$ cat src/rtl/core/bmci_pkg.sv
// Shared types, constants and helpers for the batch-means confidence interval core.
// Used by bmci_ctrl, bmci_dp, the top level and bmci_chk.
package bmci_pkg;

  localparam int NUM_STATS_DEF   = 16;
  localparam int BATCH_DEPTH_DEF = 64;

  localparam logic [15:0] BSIZE_RST = 16'd2;
  localparam logic [16:0] CI_Z_Q16  = 17'd128451;  // 1.96 in Q16.16

  localparam logic KIND_ADD   = 1'b0;
  localparam logic KIND_QUERY = 1'b1;

  localparam int IN_DATA_W  = 72;
  localparam int IN_USER_W  = 2;
  localparam int OUT_DATA_W = 104;
  localparam int OUT_USER_W = 1;

  typedef enum logic [1:0] {
    DIV_CLOSE  = 2'd0,
    DIV_MU     = 2'd1,
    DIV_VAR    = 2'd2,
    DIV_MARGIN = 2'd3
  } div_sel_t;

  typedef struct packed {
    logic     capture;
    logic     st_rd;
    logic     st_load;
    logic     add_upd;
    logic     close_fin;
    logic     st_wr;
    logic     idx_clr;
    logic     pass_go;
    logic     pass_var;
    logic     div_go;
    div_sel_t div_sel;
    logic     mu_fin;
    logic     sq_go;
    logic     sq_rn;
    logic     sd_fin;
    logic     rn_fin;
    logic     mg_fin;
    logic     res_load;
  } cmd_t;

  typedef struct packed {
    logic is_query;
    logic stat_ok;
    logic need_close;
    logic n_zero;
    logic pass_done;
    logic div_done;
    logic sq_done;
    logic out_busy;
  } sts_t;

  function automatic logic signed [31:0] sat32(input logic signed [35:0] v);
    logic signed [31:0] r;
    if (v > 36'sd2147483647) r = 32'sh7FFFFFFF;
    else if (v < -36'sd2147483648) r = 32'sh80000000;
    else r = v[31:0];
    return r;
  endfunction

endpackage

$ cat src/rtl/core/bmci_ctrl.sv
// Sequencer for the confidence interval core, uses bmci_pkg: walks each word
// through lookup, update, a due batch close and, for a query, the query passes.
module bmci_ctrl (
  input  logic           clk,
  input  logic           rst,
  input  logic           in_valid,
  output logic           in_ready,
  output logic           cfg_ready,
  input  bmci_pkg::sts_t sts,
  output bmci_pkg::cmd_t cmd
);

  typedef enum logic [15:0] {
    S_IDLE  = 16'h0001,
    S_RD    = 16'h0002,
    S_LD    = 16'h0004,
    S_UPD   = 16'h0008,
    S_CHK   = 16'h0010,
    S_CDIV  = 16'h0020,
    S_WB    = 16'h0040,
    S_SUM   = 16'h0080,
    S_MUDIV = 16'h0100,
    S_VAR   = 16'h0200,
    S_VDIV  = 16'h0400,
    S_SDW   = 16'h0800,
    S_RNW   = 16'h1000,
    S_MGO   = 16'h2000,
    S_MDIV  = 16'h4000,
    S_RES   = 16'h8000
  } state_t;

  state_t state, state_next;

  assign in_ready  = (state == S_IDLE);
  assign cfg_ready = (state == S_IDLE);

  always_ff @(posedge clk) begin
    if (rst) begin
      state <= S_IDLE;
    end else begin
      state <= state_next;
    end
  end

  always_comb begin
    state_next  = state;
    cmd         = '0;
    cmd.div_sel = bmci_pkg::DIV_CLOSE;
    case (state)
      S_IDLE: begin
        if (in_valid) begin
          cmd.capture = 1'b1;
          state_next  = S_RD;
        end
      end
      S_RD: begin
        if (!sts.stat_ok) begin
          state_next = sts.is_query ? S_RES : S_IDLE;
        end else begin
          cmd.st_rd  = 1'b1;
          state_next = S_LD;
        end
      end
      S_LD: begin
        cmd.st_load = 1'b1;
        state_next  = S_UPD;
      end
      S_UPD: begin
        cmd.add_upd = !sts.is_query;
        state_next  = S_CHK;
      end
      S_CHK: begin
        if (sts.need_close) begin
          cmd.div_go  = 1'b1;
          cmd.div_sel = bmci_pkg::DIV_CLOSE;
          state_next  = S_CDIV;
        end else begin
          state_next = S_WB;
        end
      end
      S_CDIV: begin
        if (sts.div_done) begin
          cmd.close_fin = 1'b1;
          state_next    = S_WB;
        end
      end
      S_WB: begin
        cmd.st_wr   = 1'b1;
        cmd.idx_clr = 1'b1;
        if (!sts.is_query) state_next = S_IDLE;
        else if (sts.n_zero) state_next = S_RES;
        else state_next = S_SUM;
      end
      S_SUM: begin
        cmd.pass_go = 1'b1;
        if (sts.pass_done) begin
          cmd.div_go  = 1'b1;
          cmd.div_sel = bmci_pkg::DIV_MU;
          state_next  = S_MUDIV;
        end
      end
      S_MUDIV: begin
        if (sts.div_done) begin
          cmd.mu_fin  = 1'b1;
          cmd.idx_clr = 1'b1;
          state_next  = S_VAR;
        end
      end
      S_VAR: begin
        cmd.pass_go  = 1'b1;
        cmd.pass_var = 1'b1;
        if (sts.pass_done) begin
          cmd.div_go  = 1'b1;
          cmd.div_sel = bmci_pkg::DIV_VAR;
          state_next  = S_VDIV;
        end
      end
      S_VDIV: begin
        if (sts.div_done) begin
          cmd.sq_go  = 1'b1;
          state_next = S_SDW;
        end
      end
      S_SDW: begin
        if (sts.sq_done) begin
          cmd.sd_fin = 1'b1;
          cmd.sq_go  = 1'b1;
          cmd.sq_rn  = 1'b1;
          state_next = S_RNW;
        end
      end
      S_RNW: begin
        if (sts.sq_done) begin
          cmd.rn_fin = 1'b1;
          state_next = S_MGO;
        end
      end
      S_MGO: begin
        cmd.div_go  = 1'b1;
        cmd.div_sel = bmci_pkg::DIV_MARGIN;
        state_next  = S_MDIV;
      end
      S_MDIV: begin
        if (sts.div_done) begin
          cmd.mg_fin = 1'b1;
          state_next = S_RES;
        end
      end
      S_RES: begin
        if (!sts.out_busy) begin
          cmd.res_load = 1'b1;
          state_next   = S_IDLE;
        end
      end
      default: begin
        state_next = S_IDLE;
      end
    endcase
  end

endmodule

$ cat config.mk
export PLATFORM = sky130hd
export DESIGN_NAME = bmci_ctrl
export DESIGN_NICKNAME = d
export VERILOG_FILES = /design/src/rtl/core/bmci_pkg.sv /design/src/rtl/core/bmci_ctrl.sv
export SDC_FILE = /design/constraint.sdc
export NUM_CORES = 1
export LEC_CHECK = 0
export ABC_AREA = 0
export ABC_CLOCK_PERIOD_IN_PS = 7400
export BUFFER_PORTS_ARGS = -buffer_cell sky130_fd_sc_hd__buf_2
export CAP_MARGIN = 25
export CORE_ASPECT_RATIO = 0.8
export CORE_MARGIN = 2
export CORE_UTILIZATION = 40
export DETAILED_ROUTE_END_ITERATION = 10
export PLACE_DENSITY_LB_ADDON = 0.3
export SLEW_MARGIN = 20
export SYNTH_ARGS = -nofsm -noshare
export SYNTH_HDL_FRONTEND = slang
export SYNTH_SLANG_ARGS = --single-unit
$ cat constraint.sdc
create_clock -name clk -period 7.4 [get_ports clk]
set_clock_uncertainty 0.2 [all_clocks]
set_input_delay 1.48 -clock clk [delete_from_list [all_inputs] [get_ports clk]]
set_output_delay 1.48 -clock clk [all_outputs]
set_load 0.01 [all_outputs]
**After elaboration in Yosys (flattened, before gate mapping)**

Index checks and enable logic that the tools add are counted.

- Eq/ne operators: 26
- Reduce and logical (&&, ||, !) cells: 3
- Mux-type cells: 41

Operators with widths:

| operator | number |
|---|---|
| $pmux W16 S16 | 1 |
| $mux W16 | 14 |
| $ne A2 B2 Y1 const B | 10 |
| $mux W1 | 17 |
| $eq A16 B1 Y1 const B | 1 |
| $eq A16 B10 Y1 const B | 1 |
| $eq A16 B11 Y1 const B | 1 |
| $eq A16 B12 Y1 const B | 1 |
| $eq A16 B13 Y1 const B | 1 |
| $eq A16 B14 Y1 const B | 1 |
| $eq A16 B15 Y1 const B | 1 |
| $eq A16 B16 Y1 const B | 1 |
| $eq A16 B2 Y1 const B | 1 |
| $eq A16 B3 Y1 const B | 1 |
| $eq A16 B4 Y1 const B | 1 |
| $eq A16 B5 Y1 const B | 1 |
| $eq A16 B6 Y1 const B | 1 |
| $eq A16 B7 Y1 const B | 1 |
| $eq A16 B8 Y1 const B | 1 |
| $eq A16 B9 Y1 const B | 1 |
| $mux W3 | 4 |
| $pmux W3 S4 | 1 |
| $reduce_and A10 Y1 | 1 |
| $mux W7 | 1 |
| other kinds (4) | 5 |

- Word-level logic and storage cells: 71
- Input port bits: 11
- Output and inout bits: 21
- Register bits after elaboration: 16

**Depth between registers and ports, before layout**

Gate-level depths: netlist (run 1).

- Word-level depth: 3
- Depth in mapped cells: 9
- Depth with buffers taken out: 6

**Least setup slack after synthesis (run 1)**

No wires, ideal clock.

- Path kind: register to output
- Start point: reg state[9]
- End point: out cmd[18] (netlist name)
- Required time: 5720 ps
- Path buffers: 2
- Data arrival time: 2083 ps
- Cell stages (with the launch flop): 7
- Slack: 3637 ps
- Path through: dfxtp_1 > clkbuf_1 > or4_1 > buf_2 > nor4_1 > nor3b_1 > and2_1

RTL lines:

| element | RTL line | text |
|---|---|---|
| start, declared | bmci_ctrl.sv:32 | `state_t state, state_next;` |
| start signal, assigned | bmci_ctrl.sv:41 | `state <= state_next;` |
| end, declared | bmci_ctrl.sv:10 | `output bmci_pkg::cmd_t cmd` |

==> run metrics, run 1 <==
syn_nets between 150 and 200; clk root buf clkbuf_8; routed wire length per instance 14.95 um; total power 217.6 uW; Die Wd 65.43 um; I/O Pins 32; core outline area 2808 sq um; endpoints failing hold 0; CP startpoint kind flip-flop; most common cell after layout, fill and taps aside buf_2; Arr. time, crit path 2.59 ns; Port Buf Inserts 31; share of cells above drive strength 1 25.14%; Placer Congestion 0.9119; GRT overflow 0; Crit path required time between 5 and 6 ns; Synth top area share a little over a quarter; # DRC 0; highest-count cells in the layout ignoring fill and taps buf_2 (31), dfxtp_1 (16), a21oi_1 (13); leakage power roughly 0.62 nW; max reg flops 16; die height 53.14 um; Area contributors post-synth dfxtp_1 (27%), a21oi_1 (5.4%), o21ai_1 (4.1%); Final period util 57.74%; Gate Count Post-Synth 159; yosys warns 0; Worst-path clk slew 0.06 ns; first-pass GRT wire length 5.347 mm; Slew @ Worst Pin 0.6624 ns; Rows 17; register area share after synthesis 26.53%; crit-path max FO 8; Post-Syn Area 1207 sq um; CTS tree done; NumNets Final 192; via count about 1300; Starting Density 43.00%; Hold Buf Count CTS 0; status complete, no violations; # diodes 0; P&R area growth vs syn 13.47%; 1st-pass router iterations 5; Yosys top cell by area dfxtp_1; Max-slew headroom 55.43%; clk sinks 16; synthesized area per cell 7.594 sq um; Die ar. 3477 sq um; Vias per Instance 5.931; routed wire length 3.245 mm; Post-Route Setup TNS 0 ns; Worst Setup End Kind output port; Hold WS 0.3735 ns; Max VDD drop 0.1159 mV; H-tree levels 1; initial antenna violation count 0; min Tclk post-route 4.273 ns; critical path class reg2out; Pwr Density approximately 160 nW/um^2; vias in the first global route 1133; Max clock buf depth 2; Top Registers state x16; DP Wirelength about 2.4 mm; Top reg by flops state; post-CTS sizing 0; RSZ-0062 raised after global routing no; GR Util All Layers 20.29%; Antenna Nets Post-Route 0; Synth Register Bits 16; Skew-Pair Late Insertion Delay 0.25 ns; final slew viol count 0; postcts setup bufs 0; Max Cap Viol 0; f_max 0.2340 GHz; largest net degree at the start of global routing 17; Inserted Clock Buffers 3; final setup vio count 0; Hold WC Path Type reg2reg; initial DRC count 119; Netlist cell types 40
-- path summary, 6_finish.rpt --
kind	startpoint	to	slack [ns]	depth (start not counted)
max	state[0]	cmd[2]	3.13	6
min	state[14]	state[14]	0.37	2
max reg2reg	state[0]	state[1]	4.55	6
min reg2reg	state[14]	state[14]	0.37	2
-- critical path: stages, from the launching register on --
cell and delay (ns):
dfxtp_1 0.37, or4_1 0.70, nand2b_1 0.25, or4_1 0.47
nor3b_1 0.26, and2_1 0.16, buf_2 0.12
-- power breakdown --
part | switching (mW) | internal (mW)
registers | 0.00448 | 0.0887
logic | 0.0348 | 0.0236
clock network | 0.0300 | 0.0361
total | 0.0692 | 0.148
-- metal layers --
layer  GRT usage [%]  up-vias  routed length [um]
met5               0        -                   0
met3           4.681        6                 233
met4           4.861        0                  40
met1           27.78      603                1549
met2           32.31       50                1421
li1                -      628                   -
-- synth_stat cells, drive strengths merged --
| master | n |
|---|---|
| nand3b | 3 |
| and3 | 3 |
| mux2 | 1 |
| nor2 | 10 |
| xnor2 | 1 |
| nor3 | 6 |
| a22o | 1 |
| nor3b | 6 |
| or4b | 3 |
| o221ai | 1 |
| dfxtp | 16 |
| nand4 | 3 |
| buf | 8 |
| nor4 | 8 |
| nand4b | 1 |
| xor2 | 3 |
| clkbuf | 7 |
| o32a | 1 |
| a21oi | 14 |
| and4b | 1 |
| o32ai | 1 |
| inv | 6 |
| o21ba | 1 |
| or2 | 3 |
| nand3 | 7 |
| nand2b | 4 |
| or4 | 8 |
| and2 | 5 |
| nand2 | 8 |
| o21ai | 13 |
| nor4b | 5 |
| or3 | 1 |
-- cell type report --
type | instances | area [sq um]
fill | 285 | 1438
multi-input combinational | 122 | 775.7
sequential | 16 | 320.3
timing repair buffer | 32 | 162.7
tap | 38 | 47.55
clock buffer | 3 | 41.29
inverter | 6 | 22.52
-- stage by stage --
stage / std cells / worst slack (ns) / area, sq um / util (%)
after floorplan: 159 / 3.637 / 1207 / -
after global placement: 213 / 3.527 / 1321 / 47.06
after detailed placement: 213 / 3.420 / 1321 / 47.06
after CTS: 216 / 3.120 / 1363 / 48.53
after global routing: 217 / 2.983 / 1370 / 48.80
final: 217 / 3.127 / 1370 / 48.80
-- kinds of logic (layout without fill, tap and decap cells) --
group / Yosys count / count (layout) / share of synthesized area [%]
compound gates: 32 / 32 / 15.34
buf+inv: 21 / 41 / 9.222
mux: 1 / 1 / 0.9326
flops: 16 / 16 / 26.53
simple gates: 85 / 85 / 45.08
xor+xnor: 4 / 4 / 2.902
Note: power is estimated with default switching activity, not from simulation.
==> inputs of run 2 (changes only) <==
Settings changed: ABC_AREA 0 to 1, ABC_CLOCK_PERIOD_IN_PS 7400 to 4230.
Clock period 7.4 ns to 4.23 ns, I/O delays scaled along.
==> run 2 against run 1 <==
Via count shrank 2.3%. Global-route usage shrank 2.1 points. Cell area rose by 5.6%. Final cell count increased by 26%. Critical path depth unchanged. Flip-flop and latch count stayed put. Utilization shrank 1.2 points. Worst hold slack got worse by 0.060 ns. Clock power increased by 75%. Highest routed layer unchanged.
==> run metrics, run 2 <==
Rows 18; synthesized area per cell 6.122 sq um; register area share after synthesis 25.52%; Synth Flop Type dfxtp_1; Slew @ Worst Pin 0.3697 ns; Starting Density between 40% and 50%; CP max stage cell dfxtp_1; crit-path leading delay family simple AND/OR/NAND/NOR gates; Gate Count Post-Synth 205; Max Cap Viol 0; Final period util 65.76%; crit-path max FO 12; Area contributors post-synth dfxtp_1 (26%), nor2_1 (14%), nand2_1 (13%); area of the multi-input gates 782.0 sq um; busiest grt layer met2; Async SR Flop Fraction 0%; Synth Register Bits 16; CP startpoint kind flip-flop; Hold Buf Count CTS 0; dpl cell area roughly 1400 sq um; Max VDD drop 0.4063 mV; die height 54.10 um; crit-path max cell delay 0.34 ns; status complete, no violations; NumNets Final ~250; endpoints failing hold 0; final slew viol count 0; Netlist cell types 22; initial antenna violation count 0; postcts setup bufs 0; Critical Path Source state[6]; Hold WC Path Type reg2reg; P&R area growth vs syn 15.25%; Yosys top cell by area dfxtp_1; Placer Congestion ~0.84; Arr. time, crit path 1.74 ns; most common cell after layout, fill and taps aside nor2_1; DP Wirelength 2.425 mm; worst path cell trace nor2_4, nand2_4, nor2_4, nand2_1, o21ai_0, buf_2; GRT overflow 0; Pwr Density 611.9 nW/um^2; Crit path required time 3.18 ns; most frequent cell after synthesis nor2_1; Top reg by flops state; CP bufs+invs 1; highest-count cells in the layout ignoring fill and taps nor2_1 (47), nand2_1 (45), buf_2 (31); Synth top area share 25.52%; GR Util met3 3.975%; Top Registers state x16; Worst Setup End Kind output port; routed wire length per instance roughly 11 um; met2 Track Usage GR between 20% and 30%; EDFF count, synth 0; 1st-pass router iterations 4; GR Util All Layers 18.18%; core outline area 3040 sq um; CTS tree done; H-tree levels 1; Die ar. 3604 sq um; syn_nets 216; clk root buf clkbuf_8; Post-Syn Area 1255 sq um; initial DRC count 37; post-CTS sizing 0; max reg flops 16; yosys warns 0; leakage power approximately 0.85 nW; min Tclk post-route around 2.8 ns; routed wire length around 2.9 mm; design area around 1400 sq um; Port Buf Inserts 31; Max-slew headroom 75.29%; FF/Latch Area around 320 sq um; clk sinks 16; f_max 0.3595 GHz; first-pass GRT wire length 4.850 mm; critical path class reg2out; fin cells 273; largest net degree at the start of global routing 18; vias in the first global route 1076; Post-Route Setup TNS 0 ns; I/O Pins 32; CP dominant cell by count nor2_4; grt met1 use 24.97%; placed cells 270; source of the worst hold timing path state[8]; worst r2r src state[6]; share of cells above drive strength 1 26.18%; filler instances ~350; RSZ-0062 raised after global routing no; Antenna Nets Post-Route 0; Vias per Instance 4.604; Worst-path clk slew about 0.060 ns; Skew-Pair Late Insertion Delay 0.25 ns; via count 1257; Max clock buf depth 2; Inserted Clock Buffers 3; Die Wd 66.63 um; # diodes 0; Commonest cells post-synth nor2_1 (47), nand2_1 (45), inv_1 (26); # DRC 0; final setup vio count 0; Hold WS 0.3133 ns
==> run 2: cell types whose count changed in the layout (fill, tap and decap cells not counted), moves of 7 or more <==
cell / delta
a21oi_1: -7
nor2_1: +37
nand2_1: +37
inv_1: +20
o21ai_1: -10
nand3_1: +12
nor2_2: +8
nor4_1: -7
==> run 2: kinds of logic after synthesis <==
logic type             share of synthesized area (%)
and+or+nand+nor                                56.63
buffers and inverters                          12.16
AOI/OAI and AO/OA                              5.683
DFF                                            25.52
==> run 2: path summary, 6_finish.rpt <==
kind	to	slack, ns	cells past startpoint
worst max-delay path	cmd[12]	1.45	6
worst min-delay path	state[8]	0.31	2
worst max register to register	state[0]	2.27	10
worst min register to register	state[8]	0.31	2
==> run 2: layer usage <==
layer / share of wire [%] / wire length, um
met1: 53 / 1545
met5: 0 / 0
met4: 0.58 / 17
met2: 42 / 1233
met3: 4.7 / 139
==> run 2: stage by stage <==
stage | utilization [%] | setup WS, ns | total power [mW]
final | 47.57 | 1.448 | 0.8850
after global routing | 47.57 | 1.260 | 0.9692
after CTS | 47.57 | 1.437 | 0.8909
after detailed placement | 46.21 | 1.711 | 0.7735
after global placement | 46.21 | 1.721 | 0.7665
after floorplan | - | 1.901 | 0.7116
==> run 2: tightest hold or removal path: stages (launching register included) <==
cell     delay (ns)
dfxtp_1        0.33
nor2_1         0.10
nor2_1         0.05
==> run 2: layout make-up <==
cell class	count	area share [%]
Tap cell	40	3.460
Multi-Input combinational cell	157	54.07
Timing Repair Buffer	31	10.73
Clock buffer	3	2.855
Inverter	26	6.747
Sequential cell	16	22.15
==> run 2: where the power goes <==
part / internal, mW / total (mW) / switching (mW) / leakage (nW)
Combinational: 0.172 / 0.558 / 0.386 / 0.695
Clock: 0.0632 / 0.116 / 0.0525 / 0.0216
Sequential: 0.182 / 0.211 / 0.0289 / 0.130
Total: 0.417 / 0.885 / 0.468 / 0.847
==> inputs of run 3 (changes only) <==
Settings changed: ABC_CLOCK_PERIOD_IN_PS 4230 to 2400.
Clock period 4.23 ns to 2.4 ns, I/O delays scaled along.
==> run 3 against run 2 <==
Global-route usage rose by 1.2 points. Critical path depth grew 1. Combinational power increased by 85%. Sequential power up 78%. Largest power group unchanged.
==> run metrics, run 3 (synthesized netlist as in run 2, its figures left out) <==
Die ar. 3604 sq um; worst r2r src state[9]; GRT overflow 0; setup ws final 0.1265 ns; Skew-Pair Late Insertion Delay 0.25 ns; CP max stage cell dfxtp_1; Pwr Density 1090 nW/um^2; Top Registers state x16; Max-slew headroom between 70% and 80%; most common cell after layout, fill and taps aside nor2_1; leakage power between 0.8 and 0.9 nW; Hold Buf Count CTS 0; share of cells above drive strength 1 27.12%; Starting Density around two fifths; f_max approximately 0.44 GHz; Max Cap Viol 0; WHS Path Cells 3; clk sinks 16; Crit path required time 1.72 ns; crit-path leading delay family simple AND/OR/NAND/NOR gates; DP Wirelength between 2 and 2.5 mm; core outline area 3040 sq um; status complete, no violations; worst flop-to-flop path endpoint state[11]; H-tree levels 1; highest-count cells in the layout ignoring fill and taps nor2_1 (47), nand2_1 (45), buf_2 (31); via count roughly 1300; Inserted Clock Buffers 3; Max clock buf depth 2; Reg power frac 23.2%; Slew @ Worst Pin 0.3581 ns; P_sw 839.3 uW; min Tclk post-route 2.273 ns; Antenna Nets Post-Route 0; placed cells 270; final slew viol count 0; Hold WC Path Type in2reg; P&R area growth vs syn 18.05%; CP startpoint kind flip-flop; final setup vio count 0; r2r setup slk roughly 0.47 ns; Worst Setup End Kind output port; source of the worst hold timing path in_valid; dpl ws 0.2898 ns; endpoints failing hold 0; Port Buf Inserts 31; Post-Route Setup TNS 0 ns; Sw Share about half; FF-to-FF path depth 11; dpl cell area 1405 sq um; crit-path max FO 7; die height 54.10 um; CTS tree done; # diodes 0; Placer Congestion approximately 0.88; # DRC 0; combinational share of power between 60% and 70%; initial DRC count 51; routed wire length per instance 11.13 um; RSZ-0062 raised after global routing no; NumNets Final 249; internal cell power 775.6 uW; Top reg by flops state; Final period util 94.73%; Arr. time, crit path between 1.5 and 2 ns; critical path depth 7; clock group share of total power 12.9%; I/O Pins 32; max reg flops 16; fin cells 276; Rows 18; Die Wd roughly 67 um; hold endpoint state[1]; GR Util All Layers 19.35%; post-CTS sizing 0; Vias per Instance 4.652; worst path cell trace nor2_4, nand2_4, nor2_4, buf_12, nand2_4, o22ai_1, buf_2; critical path class reg2out; design area 1481 sq um; Worst-path clk slew 0.06 ns; 1st-pass router iterations 4; CP bufs+invs 2; Max VDD drop 1.110 mV; largest net degree at the start of global routing 18; routed wire length between 3 and 4 mm; clk root buf clkbuf_8; crit-path max cell delay 0.35 ns; first-pass GRT wire length 5.106 mm; initial antenna violation count 0; final core occ 48.72%; vias in the first global route 1171
-- run 3: changes by cell type in the layout (fill, tap and decap cells not counted), sizes merged --
cell | before | now
buf | 31 | 34
-- run 3: what timing repair did --
action / in CTS / in global routing
pin swaps: 1 / 1
setup buffers: 3 / 0
endpoints found under the setup margin: 1 / 1
-- run 3: how the worst max path moves through the flow --
| stage | end | from |
|---|---|---|
| finish | cmd[5] | state[6] |
| global route | cmd[12] | state[6] |
| CTS | cmd[5] | state[0] |
| detailed placement | cmd[12] | state[6] |
| global placement | cmd[12] | state[6] |
| floorplan | in_ready | state[15] |
-- run 3: final cells by class --
class	instances	area (sq um)
clock buffer	3	41.29
fill	345	1559
inverter	26	97.59
multi-input combinational	157	782.0
sequential	16	320.3
tap	40	50.05
timing repair buffer	34	190.2
-- run 3: power groups by stage --
stage | clock network [mW] | logic [mW] | registers [mW]
2_1_floorplan | 0 | 0.885 | 0.370
3_3_place_gp | 0 | 0.973 | 0.379
3_5_place_dp | 0 | 0.977 | 0.381
4_1_cts | 0.210 | 1.04 | 0.376
5_1_grt | 0.221 | 1.17 | 0.381
6_report | 0.208 | 1.03 | 0.375
-- run 3: worst min-delay path: stages --
cell and delay [ns]:
buf_2 0.10, inv_1 0.08, nor3_1 0.06
-- run 3: per-layer routing --
layer	track usage [%]	routed length (um)	vias to the layer above
met2	31.17	1363	31
met4	4.082	29	0
met5	0	0	-
met1	26.13	1499	554
li1	-	-	695
met3	5.230	178	4
-- run 3: through the flow --
stage                     hold slack, ns  power (mW)
after floorplan                   0.2893       1.254
after global placement            0.3024       1.352
after detailed placement          0.3014       1.357
after CTS                         0.2999       1.625
after global routing              0.3393       1.766
final                             0.3006       1.615
